`config.mk`:
```
export PLATFORM = sky130hd
export DESIGN_NAME = batch_mean_stddev_min_max_core
export DESIGN_NICKNAME = d
export VERILOG_FILES = /design/src/sv/bmsd_pkg.sv /design/src/sv/bmsd_front.sv /design/src/sv/bmsd_fifo.sv /design/src/sv/bmsd_back.sv /design/src/sv/batch_mean_stddev_min_max_core.sv
export SDC_FILE = /design/constraint.sdc
export NUM_CORES = 2
export LEC_CHECK = 0
export ABC_AREA = 1
export BUFFER_PORTS_ARGS = -buffer_cell sky130_fd_sc_hd__buf_2
export CAP_MARGIN = 20
export CELL_PAD_IN_SITES_DETAIL_PLACEMENT = 1
export CELL_PAD_IN_SITES_GLOBAL_PLACEMENT = 1
export CORE_MARGIN = 4
export CORE_UTILIZATION = 40
export DETAILED_ROUTE_END_ITERATION = 10
export GPL_TIMING_DRIVEN = 0
export PLACE_DENSITY = 0.7
export SLEW_MARGIN = 10
export SYNTH_ARGS = -nofsm -noshare
export SYNTH_HDL_FRONTEND = slang
export SYNTH_SLANG_ARGS = --single-unit
```
`constraint.sdc`:
```
create_clock -name clk_i -period 23 [get_ports clk_i]
set_clock_uncertainty 0.05 [all_clocks]
set_input_delay 3.45 -clock clk_i [delete_from_list [all_inputs] [get_ports clk_i]]
set_output_delay 3.45 -clock clk_i [all_outputs]
set_load 0.01 [all_outputs]
```
`src/sv/bmsd_pkg.sv`:
```
`timescale 1ns / 1ps
`default_nettype none

package bmsd_pkg;

  localparam int SampleW    = 16;
  localparam int MaxSamples = 65536;
  localparam int CountW     = $clog2(MaxSamples + 1);
  localparam int SumW       = SampleW + CountW;
  localparam int SqW        = 2 * SampleW - 2 + CountW;
  localparam int VarW       = SqW + 1;
  localparam int RootW      = VarW / 2;
  localparam int RemW       = CountW;
  localparam int RootRemW   = RootW + 2;
  localparam int StepW      = $clog2(SqW);
  localparam int QueueDepth = 2;
  localparam int QPtrW      = $clog2(QueueDepth);
  localparam int QCntW      = $clog2(QueueDepth + 1);
  localparam int InDataW    = 16;
  localparam int OutDataW   = 160;
  localparam int OutUserW   = 2;

  typedef struct packed {
    logic [CountW-1:0]         count;
    logic                      drop;
    logic signed [SampleW-1:0] min_val;
    logic signed [SampleW-1:0] max_val;
    logic signed [SumW-1:0]    sum;
    logic [SqW-1:0]            sumsq;
  } stats_t;

  typedef struct packed {
    logic signed [SampleW-1:0] mean;
    logic [SampleW-1:0]        std_dev;
    logic signed [SampleW-1:0] minimum;
    logic signed [SampleW-1:0] maximum;
    logic signed [31:0]        total;
    logic [SqW-1:0]            total_squares;
    logic [CountW-1:0]         n_valid;
    logic                      empty_res;
    logic                      overflowed;
  } result_t;

  typedef enum logic [5:0] {
    S_IDLE = 6'b000001,
    S_DIV  = 6'b000010,
    S_MEAN = 6'b000100,
    S_VAR  = 6'b001000,
    S_ROOT = 6'b010000,
    S_DONE = 6'b100000
  } back_state_e;

endpackage

`default_nettype wire

```
`src/sv/bmsd_front.sv`:
```
`timescale 1ns / 1ps
`default_nettype none

module bmsd_front (
  input  wire logic                         clk_i,
  input  wire logic                         rst_ni,
  input  wire logic                         s_axis_tvalid,
  output logic                              s_axis_tready,
  input  wire logic [bmsd_pkg::InDataW-1:0] s_axis_tdata,  // sample
  input  wire logic [0:0]                   s_axis_tuser,  // invalid
  input  wire logic                         s_axis_tlast,
  input  wire logic                         full_i,
  output logic                              push_o,
  output bmsd_pkg::stats_t                  snap_o
);

  bmsd_pkg::stats_t stat_q, stat_d, stat_n;
  logic accept;
  logic signed [bmsd_pkg::SampleW-1:0]   smp;
  logic signed [2*bmsd_pkg::SampleW-1:0] prod;

  assign s_axis_tready = !full_i;
  assign accept        = s_axis_tvalid && s_axis_tready;
  assign smp           = $signed(s_axis_tdata[bmsd_pkg::SampleW-1:0]);
  assign prod          = smp * smp;

  always_comb begin
    stat_n = stat_q;
    if (accept && !s_axis_tuser[0]) begin
      if (stat_q.count >= bmsd_pkg::CountW'(bmsd_pkg::MaxSamples)) begin
        stat_n.drop = 1'b1;
      end else begin
        if (stat_q.count == '0) begin
          stat_n.min_val = smp;
          stat_n.max_val = smp;
        end else begin
          if (smp < $signed(stat_q.min_val)) stat_n.min_val = smp;
          if (smp > $signed(stat_q.max_val)) stat_n.max_val = smp;
        end
        stat_n.sum   = stat_q.sum
                     + {{(bmsd_pkg::SumW-bmsd_pkg::SampleW){smp[bmsd_pkg::SampleW-1]}}, smp};
        stat_n.sumsq = stat_q.sumsq
                     + {{(bmsd_pkg::SqW-2*bmsd_pkg::SampleW){1'b0}}, prod};
        stat_n.count = stat_q.count + bmsd_pkg::CountW'(1);
      end
    end
  end

  always_comb begin
    stat_d = stat_q;
    if (accept) begin
      stat_d = s_axis_tlast ? '0 : stat_n;
    end
  end

  assign push_o = accept && s_axis_tlast;
  assign snap_o = stat_n;

  always_ff @(posedge clk_i or negedge rst_ni) begin
    if (!rst_ni) begin
      stat_q <= '0;
    end else begin
      stat_q <= stat_d;
    end
  end

  a_drop_at_cap: assert property (@(posedge clk_i) disable iff (!rst_ni)
    stat_q.drop |-> stat_q.count == bmsd_pkg::CountW'(bmsd_pkg::MaxSamples))
    else $error("drop set below capacity");

endmodule

`default_nettype wire

```
`src/sv/bmsd_fifo.sv`:
```
`timescale 1ns / 1ps
`default_nettype none

module bmsd_fifo (
  input  wire logic             clk_i,
  input  wire logic             rst_ni,
  input  wire logic             push_i,
  input  wire bmsd_pkg::stats_t data_i,
  output logic                  full_o,
  output logic                  valid_o,
  input  wire logic             pop_i,
  output bmsd_pkg::stats_t      data_o
);

  bmsd_pkg::stats_t            mem_q [bmsd_pkg::QueueDepth];
  logic [bmsd_pkg::QPtrW-1:0]  wptr_q, wptr_d, rptr_q, rptr_d;
  logic [bmsd_pkg::QCntW-1:0]  cnt_q, cnt_d;
  logic                        do_push, do_pop;

  assign full_o  = cnt_q == bmsd_pkg::QCntW'(bmsd_pkg::QueueDepth);
  assign valid_o = cnt_q != '0;
  assign data_o  = mem_q[rptr_q];
  assign do_push = push_i && !full_o;
  assign do_pop  = pop_i && valid_o;

  always_comb begin
    wptr_d = wptr_q;
    rptr_d = rptr_q;
    cnt_d  = cnt_q;
    if (do_push) wptr_d = wptr_q + bmsd_pkg::QPtrW'(1);
    if (do_pop)  rptr_d = rptr_q + bmsd_pkg::QPtrW'(1);
    if (do_push && !do_pop) cnt_d = cnt_q + bmsd_pkg::QCntW'(1);
    if (!do_push && do_pop) cnt_d = cnt_q - bmsd_pkg::QCntW'(1);
  end

  always_ff @(posedge clk_i or negedge rst_ni) begin
    if (!rst_ni) begin
      wptr_q <= '0;
      rptr_q <= '0;
      cnt_q  <= '0;
    end else begin
      wptr_q <= wptr_d;
      rptr_q <= rptr_d;
      cnt_q  <= cnt_d;
    end
  end

  always_ff @(posedge clk_i) begin
    if (do_push) mem_q[wptr_q] <= data_i;
  end

  a_no_lost_push: assert property (@(posedge clk_i) disable iff (!rst_ni)
    push_i |-> !full_o)
    else $error("batch word pushed into full queue");

endmodule

`default_nettype wire

```
`src/sv/bmsd_back.sv`:
```
`timescale 1ns / 1ps
`default_nettype none

module bmsd_back (
  input  wire logic             clk_i,
  input  wire logic             rst_ni,
  input  wire logic             valid_i,
  input  wire bmsd_pkg::stats_t snap_i,
  output logic                  pop_o,
  output logic                  res_valid_o,
  input  wire logic             res_ready_i,
  output bmsd_pkg::result_t     res_o
);

  bmsd_pkg::back_state_e state_q, state_d;
  bmsd_pkg::stats_t      snap_q, snap_d;
  logic [bmsd_pkg::StepW-1:0]    step_q, step_d;
  logic [bmsd_pkg::SqW-1:0]      d1_q, d1_d, d2_q, d2_d;
  logic [bmsd_pkg::RemW-1:0]     r1_q, r1_d, r2_q, r2_d;
  logic signed [bmsd_pkg::SampleW-1:0] mean_q, mean_d;
  logic [bmsd_pkg::VarW-1:0]     x_q, x_d;
  logic [bmsd_pkg::RootW-1:0]    root_q, root_d;
  logic [bmsd_pkg::RootRemW-1:0] rr_q, rr_d;
  logic                          out_valid_q, out_valid_d;
  bmsd_pkg::result_t             out_q, out_d;

  logic [bmsd_pkg::SumW-1:0]     sum_mag;
  logic [bmsd_pkg::RemW:0]       t1, t2, cnt_ext;
  logic [bmsd_pkg::SampleW:0]    qmag;
  logic [2*bmsd_pkg::SampleW-1:0] msq;
  logic [bmsd_pkg::VarW-1:0]     diff;
  logic [bmsd_pkg::RootRemW+1:0] rt, trial;
  logic                          is_empty, load_out;

  assign sum_mag = snap_i.sum[bmsd_pkg::SumW-1] ? -snap_i.sum : snap_i.sum;
  assign cnt_ext = {1'b0, snap_q.count};
  assign t1      = {r1_q, d1_q[bmsd_pkg::SqW-1]};
  assign t2      = {r2_q, d2_q[bmsd_pkg::SqW-1]};
  assign qmag    = d1_q[bmsd_pkg::SampleW:0] + {{bmsd_pkg::SampleW{1'b0}}, (r1_q != '0)};
  assign msq     = $unsigned(32'(mean_q) * 32'(mean_q));
  assign diff    = {1'b0, d2_q} - {{(bmsd_pkg::VarW-2*bmsd_pkg::SampleW){1'b0}}, msq};
  assign rt      = {rr_q, x_q[bmsd_pkg::VarW-1 -: 2]};
  assign trial   = {2'b00, root_q, 2'b01};
  assign is_empty = snap_q.count == '0;
  assign load_out = (state_q == bmsd_pkg::S_DONE) && (!out_valid_q || res_ready_i);

  assign pop_o       = (state_q == bmsd_pkg::S_IDLE) && valid_i;
  assign res_valid_o = out_valid_q;
  assign res_o       = out_q;

  always_comb begin
    state_d = state_q;
    snap_d  = snap_q;
    step_d  = step_q;
    d1_d    = d1_q;
    d2_d    = d2_q;
    r1_d    = r1_q;
    r2_d    = r2_q;
    mean_d  = mean_q;
    x_d     = x_q;
    root_d  = root_q;
    rr_d    = rr_q;
    unique case (state_q)
      bmsd_pkg::S_IDLE: begin
        if (valid_i) begin
          snap_d = snap_i;
          d1_d   = {{(bmsd_pkg::SqW-bmsd_pkg::SumW){1'b0}}, sum_mag};
          d2_d   = snap_i.sumsq;
          r1_d   = '0;
          r2_d   = '0;
          step_d = '0;
          mean_d = '0;
          root_d = '0;
          state_d = (snap_i.count == '0) ? bmsd_pkg::S_DONE : bmsd_pkg::S_DIV;
        end
      end
      bmsd_pkg::S_DIV: begin
        if (t1 >= cnt_ext) begin
          r1_d = bmsd_pkg::RemW'(t1 - cnt_ext);
          d1_d = {d1_q[bmsd_pkg::SqW-2:0], 1'b1};
        end else begin
          r1_d = t1[bmsd_pkg::RemW-1:0];
          d1_d = {d1_q[bmsd_pkg::SqW-2:0], 1'b0};
        end
        if (t2 >= cnt_ext) begin
          r2_d = bmsd_pkg::RemW'(t2 - cnt_ext);
          d2_d = {d2_q[bmsd_pkg::SqW-2:0], 1'b1};
        end else begin
          r2_d = t2[bmsd_pkg::RemW-1:0];
          d2_d = {d2_q[bmsd_pkg::SqW-2:0], 1'b0};
        end
        if (step_q == bmsd_pkg::StepW'(bmsd_pkg::SqW - 1)) begin
          step_d  = '0;
          state_d = bmsd_pkg::S_MEAN;
        end else begin
          step_d = step_q + bmsd_pkg::StepW'(1);
        end
      end
      bmsd_pkg::S_MEAN: begin
        if (snap_q.sum[bmsd_pkg::SumW-1]) begin
          mean_d = $signed(bmsd_pkg::SampleW'(-qmag));
        end else begin
          mean_d = $signed(d1_q[bmsd_pkg::SampleW-1:0]);
        end
        state_d = bmsd_pkg::S_VAR;
      end
      bmsd_pkg::S_VAR: begin
        x_d     = diff[bmsd_pkg::VarW-1] ? '0 : diff;
        rr_d    = '0;
        root_d  = '0;
        step_d  = '0;
        state_d = bmsd_pkg::S_ROOT;
      end
      bmsd_pkg::S_ROOT: begin
        x_d = {x_q[bmsd_pkg::VarW-3:0], 2'b00};
        if (rt >= trial) begin
          rr_d   = bmsd_pkg::RootRemW'(rt - trial);
          root_d = {root_q[bmsd_pkg::RootW-2:0], 1'b1};
        end else begin
          rr_d   = rt[bmsd_pkg::RootRemW-1:0];
          root_d = {root_q[bmsd_pkg::RootW-2:0], 1'b0};
        end
        if (step_q == bmsd_pkg::StepW'(bmsd_pkg::RootW - 1)) begin
          state_d = bmsd_pkg::S_DONE;
        end else begin
          step_d = step_q + bmsd_pkg::StepW'(1);
        end
      end
      bmsd_pkg::S_DONE: begin
        if (load_out) state_d = bmsd_pkg::S_IDLE;
      end
      default: state_d = bmsd_pkg::S_IDLE;
    endcase
  end

  always_comb begin
    out_d = out_q;
    out_valid_d = out_valid_q && !res_ready_i;
    if (load_out) begin
      out_valid_d         = 1'b1;
      out_d.mean          = is_empty ? '0 : mean_q;
      out_d.std_dev       = is_empty ? '0 : root_q[bmsd_pkg::SampleW-1:0];
      out_d.minimum       = is_empty ? '0 : snap_q.min_val;
      out_d.maximum       = is_empty ? '0 : snap_q.max_val;
      out_d.total         = $signed(snap_q.sum[31:0]);
      out_d.total_squares = snap_q.sumsq;
      out_d.n_valid       = snap_q.count;
      out_d.empty_res     = is_empty;
      out_d.overflowed    = snap_q.drop;
    end
  end

  always_ff @(posedge clk_i or negedge rst_ni) begin
    if (!rst_ni) begin
      state_q     <= bmsd_pkg::S_IDLE;
      step_q      <= '0;
      out_valid_q <= 1'b0;
    end else begin
      state_q     <= state_d;
      step_q      <= step_d;
      out_valid_q <= out_valid_d;
    end
  end

  always_ff @(posedge clk_i) begin
    snap_q <= snap_d;
    d1_q   <= d1_d;
    d2_q   <= d2_d;
    r1_q   <= r1_d;
    r2_q   <= r2_d;
    mean_q <= mean_d;
    x_q    <= x_d;
    root_q <= root_d;
    rr_q   <= rr_d;
    out_q  <= out_d;
  end

  a_mean_in_range: assert property (@(posedge clk_i) disable iff (!rst_ni)
    (out_valid_q && !out_q.empty_res) |->
      ($signed(out_q.mean) >= $signed(out_q.minimum)) &&
      ($signed(out_q.mean) <= $signed(out_q.maximum)))
    else $error("mean outside min..max");

  a_empty_zero: assert property (@(posedge clk_i) disable iff (!rst_ni)
    (out_valid_q && out_q.empty_res) |->
      (out_q.n_valid == '0) && (out_q.std_dev == '0) && (out_q.mean == '0))
    else $error("empty batch with non-zero statistics");

  a_div_len: assert property (@(posedge clk_i) disable iff (!rst_ni)
    (state_q == bmsd_pkg::S_DIV) && (state_d != bmsd_pkg::S_DIV) |->
      step_q == bmsd_pkg::StepW'(bmsd_pkg::SqW - 1))
    else $error("divider left early");

endmodule

`default_nettype wire

```
`src/sv/batch_mean_stddev_min_max_core.sv`:
```
// Input: one sample word per cycle; tready drops only while two finished batches wait.
// Result path: each batch runs a 47-step divider and a 24-step square root before its
// result word; a batch with no valid sample skips both.
// Results: one batch at a time through the shared divide/root sequencer; the next batch waits in the queue.
// Reset: rst_ni asynchronous, active low; clears accumulators, queue and output valid.
`timescale 1ns / 1ps
`default_nettype none

module batch_mean_stddev_min_max_core (
  input  wire logic                           clk_i,
  input  wire logic                           rst_ni,
  input  wire logic                           s_axis_tvalid,
  output logic                                s_axis_tready,
  input  wire logic [bmsd_pkg::InDataW-1:0]   s_axis_tdata,  // sample
  input  wire logic [0:0]                     s_axis_tuser,  // invalid
  input  wire logic                           s_axis_tlast,
  output logic                                m_axis_tvalid,
  input  wire logic                           m_axis_tready,
  // mean, std_dev, minimum, maximum, total, total_squares, n_valid
  output logic [bmsd_pkg::OutDataW-1:0]       m_axis_tdata,
  output logic [bmsd_pkg::OutUserW-1:0]       m_axis_tuser   // empty_res, overflowed
);

  bmsd_pkg::stats_t  push_data, pop_data;
  bmsd_pkg::result_t res;
  logic push, full, q_valid, pop;

  bmsd_front u_front (
    .clk_i         (clk_i),
    .rst_ni        (rst_ni),
    .s_axis_tvalid (s_axis_tvalid),
    .s_axis_tready (s_axis_tready),
    .s_axis_tdata  (s_axis_tdata),
    .s_axis_tuser  (s_axis_tuser),
    .s_axis_tlast  (s_axis_tlast),
    .full_i        (full),
    .push_o        (push),
    .snap_o        (push_data)
  );

  bmsd_fifo u_fifo (
    .clk_i   (clk_i),
    .rst_ni  (rst_ni),
    .push_i  (push),
    .data_i  (push_data),
    .full_o  (full),
    .valid_o (q_valid),
    .pop_i   (pop),
    .data_o  (pop_data)
  );

  bmsd_back u_back (
    .clk_i       (clk_i),
    .rst_ni      (rst_ni),
    .valid_i     (q_valid),
    .snap_i      (pop_data),
    .pop_o       (pop),
    .res_valid_o (m_axis_tvalid),
    .res_ready_i (m_axis_tready),
    .res_o       (res)
  );

  assign m_axis_tdata = {res.n_valid, res.total_squares, res.total, res.maximum,
                         res.minimum, res.std_dev, res.mean};
  assign m_axis_tuser = {res.overflowed, res.empty_res};

endmodule

`default_nettype wire

```
After elaboration in Yosys (flattened, before gate mapping):

Memory sizes are Yosys's and may differ from the RTL's.
Index checks and enable logic that the tools add are counted.

* add/sub/neg operators: 15
* multiply operators: 2
* divide/modulo/power cells: 0
* $lt $le $gt $ge: 6
* eq/ne operators: 14
* shifts and indexed selects: 0
* multiplexer cells: 45
* bitwise gates (word level): 0
* reduce and logical (&&, ||, !) cells: 34

Operators by type and width (number)
* $mux 130: 2
* $pmux 47 s2: 2
* $mux 47: 3
* $mux 112: 1
* $pmux 48 s2: 1
* $pmux 24 s3: 1
* $mux 17: 4
* $pmux 17 s2: 2
* $mul 16x16->32: 2
* $mux 16: 4
* $pmux 26 s2: 1
* $logic_not 17->1: 3
* $mux 6: 8
* $sub 47x32->48: 1
* $add 47x32->47: 1
* $ge 18x17->1: 2
* $pmux 6 s6: 1
* $sub 17x17->17: 2
* $add 33x33->33: 1
* $mux 33: 1
* $neg 33->33: 1
* $mux 32: 1
* $pmux 16 s2: 1
* $ge 28x26->1: 1
* 35 further kinds: 69

* bits in registers: 681
* latch bits: 0
* bits in writable memories: 260
* bits in read-only memories: 0
* bits of input ports: 22
* output and inout port bits: 164
* word-level logic and storage cells: 152
* memories kept: 1

Memory list
* u_fifo.mem_q: words 2, width 130, rd ports 1, clocked after Yosys merged registers in 0, write ports 1, line bmsd_fifo.sv:15 `bmsd_pkg::stats_t mem_q [bmsd_pkg::QueueDepth];`

Logic depth before layout (Yosys ltp):

* depth in word-level cells: 8
* mapped depth: 42
* gate-level depth less buffers: 41

Cells and area by module:

Synthesis repeated with hierarchy kept, for this count alone.

* cells, all modules: 8310
* area, all modules: 70314.9 sq um

Modules (own cells, without submodules)
* bmsd_back: times used 1, cells each 4379, area an instance 38469.4 sq um, seq. area each 16361.9 sq um
* bmsd_front: times used 1, cells each 3220, area an instance 22132.5 sq um, seq. area each 3253.1 sq um
* bmsd_fifo: times used 1, cells each 711, area an instance 9713.1 sq um, seq. area each 7907.6 sq um

Worst setup path before layout:

Ideal clock, no wire load.

* path kind: input to register
* from: input m_axis_tready
* to: register u_back.out_q, in the netlist u_back.res_o[0], enable pin
* library setup time: 0.688 ns
* arrival time: 10.165 ns
* data required time: 22.262 ns
* slack: 12.097 ns
* stages on the path: 2
* buffers on the path: 0
* cells stage by stage: nor2_1 > nor2_1

* word-level cells in the longest chain between the ends: 2

Ends and longest elaborated chain
* from (decl): line batch_mean_stddev_min_max_core.sv:18 `input wire logic m_axis_tready,`
* $logic_or 1x1->1: line bmsd_back.sv:45 `assign load_out = (state_q == bmsd_pkg::S_DONE) && (!out_valid_q || res_ready_i);`
* $logic_and 1x1->1: line bmsd_back.sv:45
* named net u_back.load_out: line bmsd_back.sv:33 `logic is_empty, load_out;`
* to (signal assigned): line bmsd_back.sv:175 `out_q <= out_d;`
* to (decl): line bmsd_back.sv:25 `bmsd_pkg::result_t out_q, out_d;`

The timed path passes the listed nets, and every way through them passes these cells.
A chain may end at the register's enable or synchronous reset.

==> results.py <==
metrics = {
    "run_status": {
        "status": "finished, final reports clean",
    },
    "detailed_routing": {
        "vias_per_cell": 5.16,
        "dr.pass1.iters": 5,
        "wirelength_um": 228000,
        "antenna_left": 0,
        "wire_per_inst_um": 21.5,
        "drt_iter0_drc": 3002,
        "drc": 0,
        "vias": 54700,
    },
    "timing": {
        "fin_setup_tns_ns": 0,
        "fin_crit_ns": 12.45,
        "rsz0062_at_grt": "no",
        "final_hold_viol_count": 0,
        "max_freq_mhz": 80.3,
        "period_share_pct": 54.1,
        "max_slew.worst_pin.slew_ns": 1.12,
        "slew-limit-headroom_pct": 24.6,
        "setup_viol": 0,
        "drv_slew": 0,
    },
    "clock_network": {
        "cts_buffers": 105,
        "cts_resized": 0,
        "root_buffer": "clkbuf_16",
        "clockBufferDepth": 3,
        "cts_tree": "yes",
        "cts.clk_slew.worst_paths_ns": 0.06,
        "cts_setup_buffers": 0,
        "htree_num_levels": 3,
        "clock-sinks": 941,
        "postCtsHoldBufs": 0,
        "clkLatencyLatePin_ns": 0.77,
    },
    "setup_path": {
        "reg2regPathDepth": 35,
        "cp_slowest_cell": "clkbuf_1",
        "endpoint_kind": "flip-flop",
        "crit_path_start_kind": "input pin",
        "r2r_slack_ns": 13.24,
        "cp.required_ns": 23.45,
        "reg2reg_from": "u_back.mean_q[11]",
        "crit_family": "adder cells",
        "critical_path_class": "in -> reg",
        "crit_top_cell": "nand2_1",
        "timing.rr.end": "u_back.x_q[46]",
        "path_buf_inv": 8,
        "cp-endpoint": "u_fifo.mem_q[1][33]",
        "crit_fanout": 10,
        "critPathLaunch": "s_axis_tdata[12]",
        "critPathMaxStageDelay_ns": 0.64,
        "crit_arrival_ns": 12.91,
        "cp_num_cells": 35,
    },
    "floorplan": {
        "dieArea_um2": 179000,
        "num_rows": 152,
        "coreArea_um2": 171000,
        "die_height_um": 423,
        "dieWidth_um": 423,
        "start_util_pct": 40.2,
        "pin_count": 186,
    },
    "placement": {
        "dp_cells": 10400,
        "dp_hpwl_um": 187000,
        "portBuffers": 185,
        "gp_congestion": 0.918,
    },
    "finish": {
        "area_growth_pct": 11.8,
        "drive_gt1_share_pct": 6.64,
        "final_core_util_pct": 45.0,
        "final_common_cell": "nand2_1",
        "diodes": 0,
        "nFillCells": 20100,
        "final_cell_mix": "nand2_1, inv_1, edfxtp_1",
        "finalNonFillerCells": 10600,
        "layout.nets": 9077,
    },
    "grt": {
        "grt_max_degree": 93,
        "grt_pass1_wl_um": 352000,
        "grt.overflow.total": 0,
        "antenna_found_initial": 3,
        "grt_usage_pct": 25.4,
        "grt_pass1_vias": 60000,
    },
    "yosys": {
        "synth_top_area_share_pct": 34.6,
        "ys_seq_area_share_pct": 40.0,
        "postSynthAreaPerCell_um2": 8.75,
        "synth_nets": 8758,
        "synth-edff-count": 794,
        "synth_flop_cell": "edfxtp_1",
        "synth.area.top_cells": "edfxtp_1, fa_1, nand2_1",
        "synth_area_um2": 68900,
        "synth_warnings": 0,
        "syn_inst": 7870,
        "yosys.area.top_type": "edfxtp_1",
        "synth_cell_types": 64,
        "ys_ff_latch": 941,
        "async_reset_ff_share_pct": 15.6,
    },
    "min_path": {
        "hold_path.class": "reg -> reg",
    },
    "flow_run": {
        "drv_cap": 0,
    },
}
-- cell families after synthesis --
family                     count (synthesis)  share of synthesized area [%]
and+or+nand+nor                         3228                           19.5
muxes                                     10                          0.145
AOI/OAI and AO/OA                        936                           7.51
xor gates and xnor gates                 211                           2.68
buffers and inverters                   1678                           9.35
adders and majority gates                866                           20.9
DFF                                      941                           40.0
-- routing by layer --
metal / vias to the layer above / track usage [%] / share of wire, %
met5: - / 0 / 0
met4: 0 / 9.31 / 3.8
met3: 348 / 2.15 / 3.4
met2: 1027 / 46.0 / 51
met1: 27600 / 31.6 / 42
li1: 25800 / - / -
-- synthesized netlist by cell type (38+ instances only) --
library cell	n
o21ai_0	332
nand3_1	353
fa_1	472
nor2_1	586
dfrtp_1	146
clkbuf_1	133
a21oi_1	356
inv_1	1456
xor2_1	99
buf_2	47
o21ai_1	38
ha_1	394
nor3_1	74
nand4_1	71
edfxtp_1	794
xnor2_1	112
nand2_1	1955
a31oi_1	41
and2_1	45
-- state kept, by name, indices dropped and copies added, names as in the netlist --
register            cells
u_back.x_q             48
u_back.step_q           6
u_fifo.mem_q          260
u_back.d1_q            47
u_back.root_q          24
u_front.stat_q        130
u_back.res_valid_o      1
u_back.res_o          162
u_back.r2_q            17
u_fifo.wptr_q           1
u_back.mean_q          16
u_back.rr_q            26
u_back.cnt_ext         17
u_fifo.cnt_q            2
u_back.state_q          6
u_fifo.rptr_q           1
u_back.r1_q            17
u_back.d2_q            47
u_back.snap_q         113
-- metrics by stage --
| step | setup WS (ns) | instance area (um^2) | hold slack, ns |
|---|---|---|---|
| finish | 10.55 | 77000 | 0.366 |
| global route | 10.19 | 77000 | 0.372 |
| CTS | 10.69 | 77000 | 0.367 |
| detailed placement | 9.87 | 73400 | 0.356 |
| global placement | 8.36 | 72700 | 0.353 |
| floorplan | 12.10 | 68900 | 0.350 |
-- area by class of cell --
cell class / instances / area (um^2) / share of cell area, %
well taps: 2310 / 2890 / 3.75
flip-flops and latches: 941 / 27500 / 35.7
clock buffers: 124 / 2730 / 3.54
repair buffers: 212 / 1520 / 1.98
clock inverters: 74 / 958 / 1.24
multi-input cells: 5251 / 35000 / 45.4
inverters: 1468 / 5520 / 7.17
plain buffers: 210 / 931 / 1.21
-- worst register-to-register path: cells and delay by family, from the launching register on --
| family | cells | cell delay [ns] |
|---|---|---|
| compound gates | 3 | 0.73 |
| xor+xnor | 1 | 0.44 |
| fa+ha+maj | 8 | 3.85 |
| buf+inv | 10 | 1.90 |
| flops | 1 | 0.53 |
| simple gates | 13 | 2.04 |
-- how the worst min path moves through the flow --
stage,startpoint,end,depth (start not counted)
2_1_floorplan,u_back.snap_q[112],u_back.res_o[0],0
3_3_place_gp,u_back.snap_q[52],u_back.res_o[71],0
3_5_place_dp,u_back.snap_q[71],u_back.res_o[90],0
4_1_cts,u_back.snap_q[70],u_back.res_o[89],0
5_1_grt,u_back.snap_q[6],u_back.res_o[25],0
6_report,u_back.snap_q[16],u_back.res_o[35],0
Power is not shown: default switching activity piles up to over one toggle a cycle in this logic, so the estimate is an artifact.
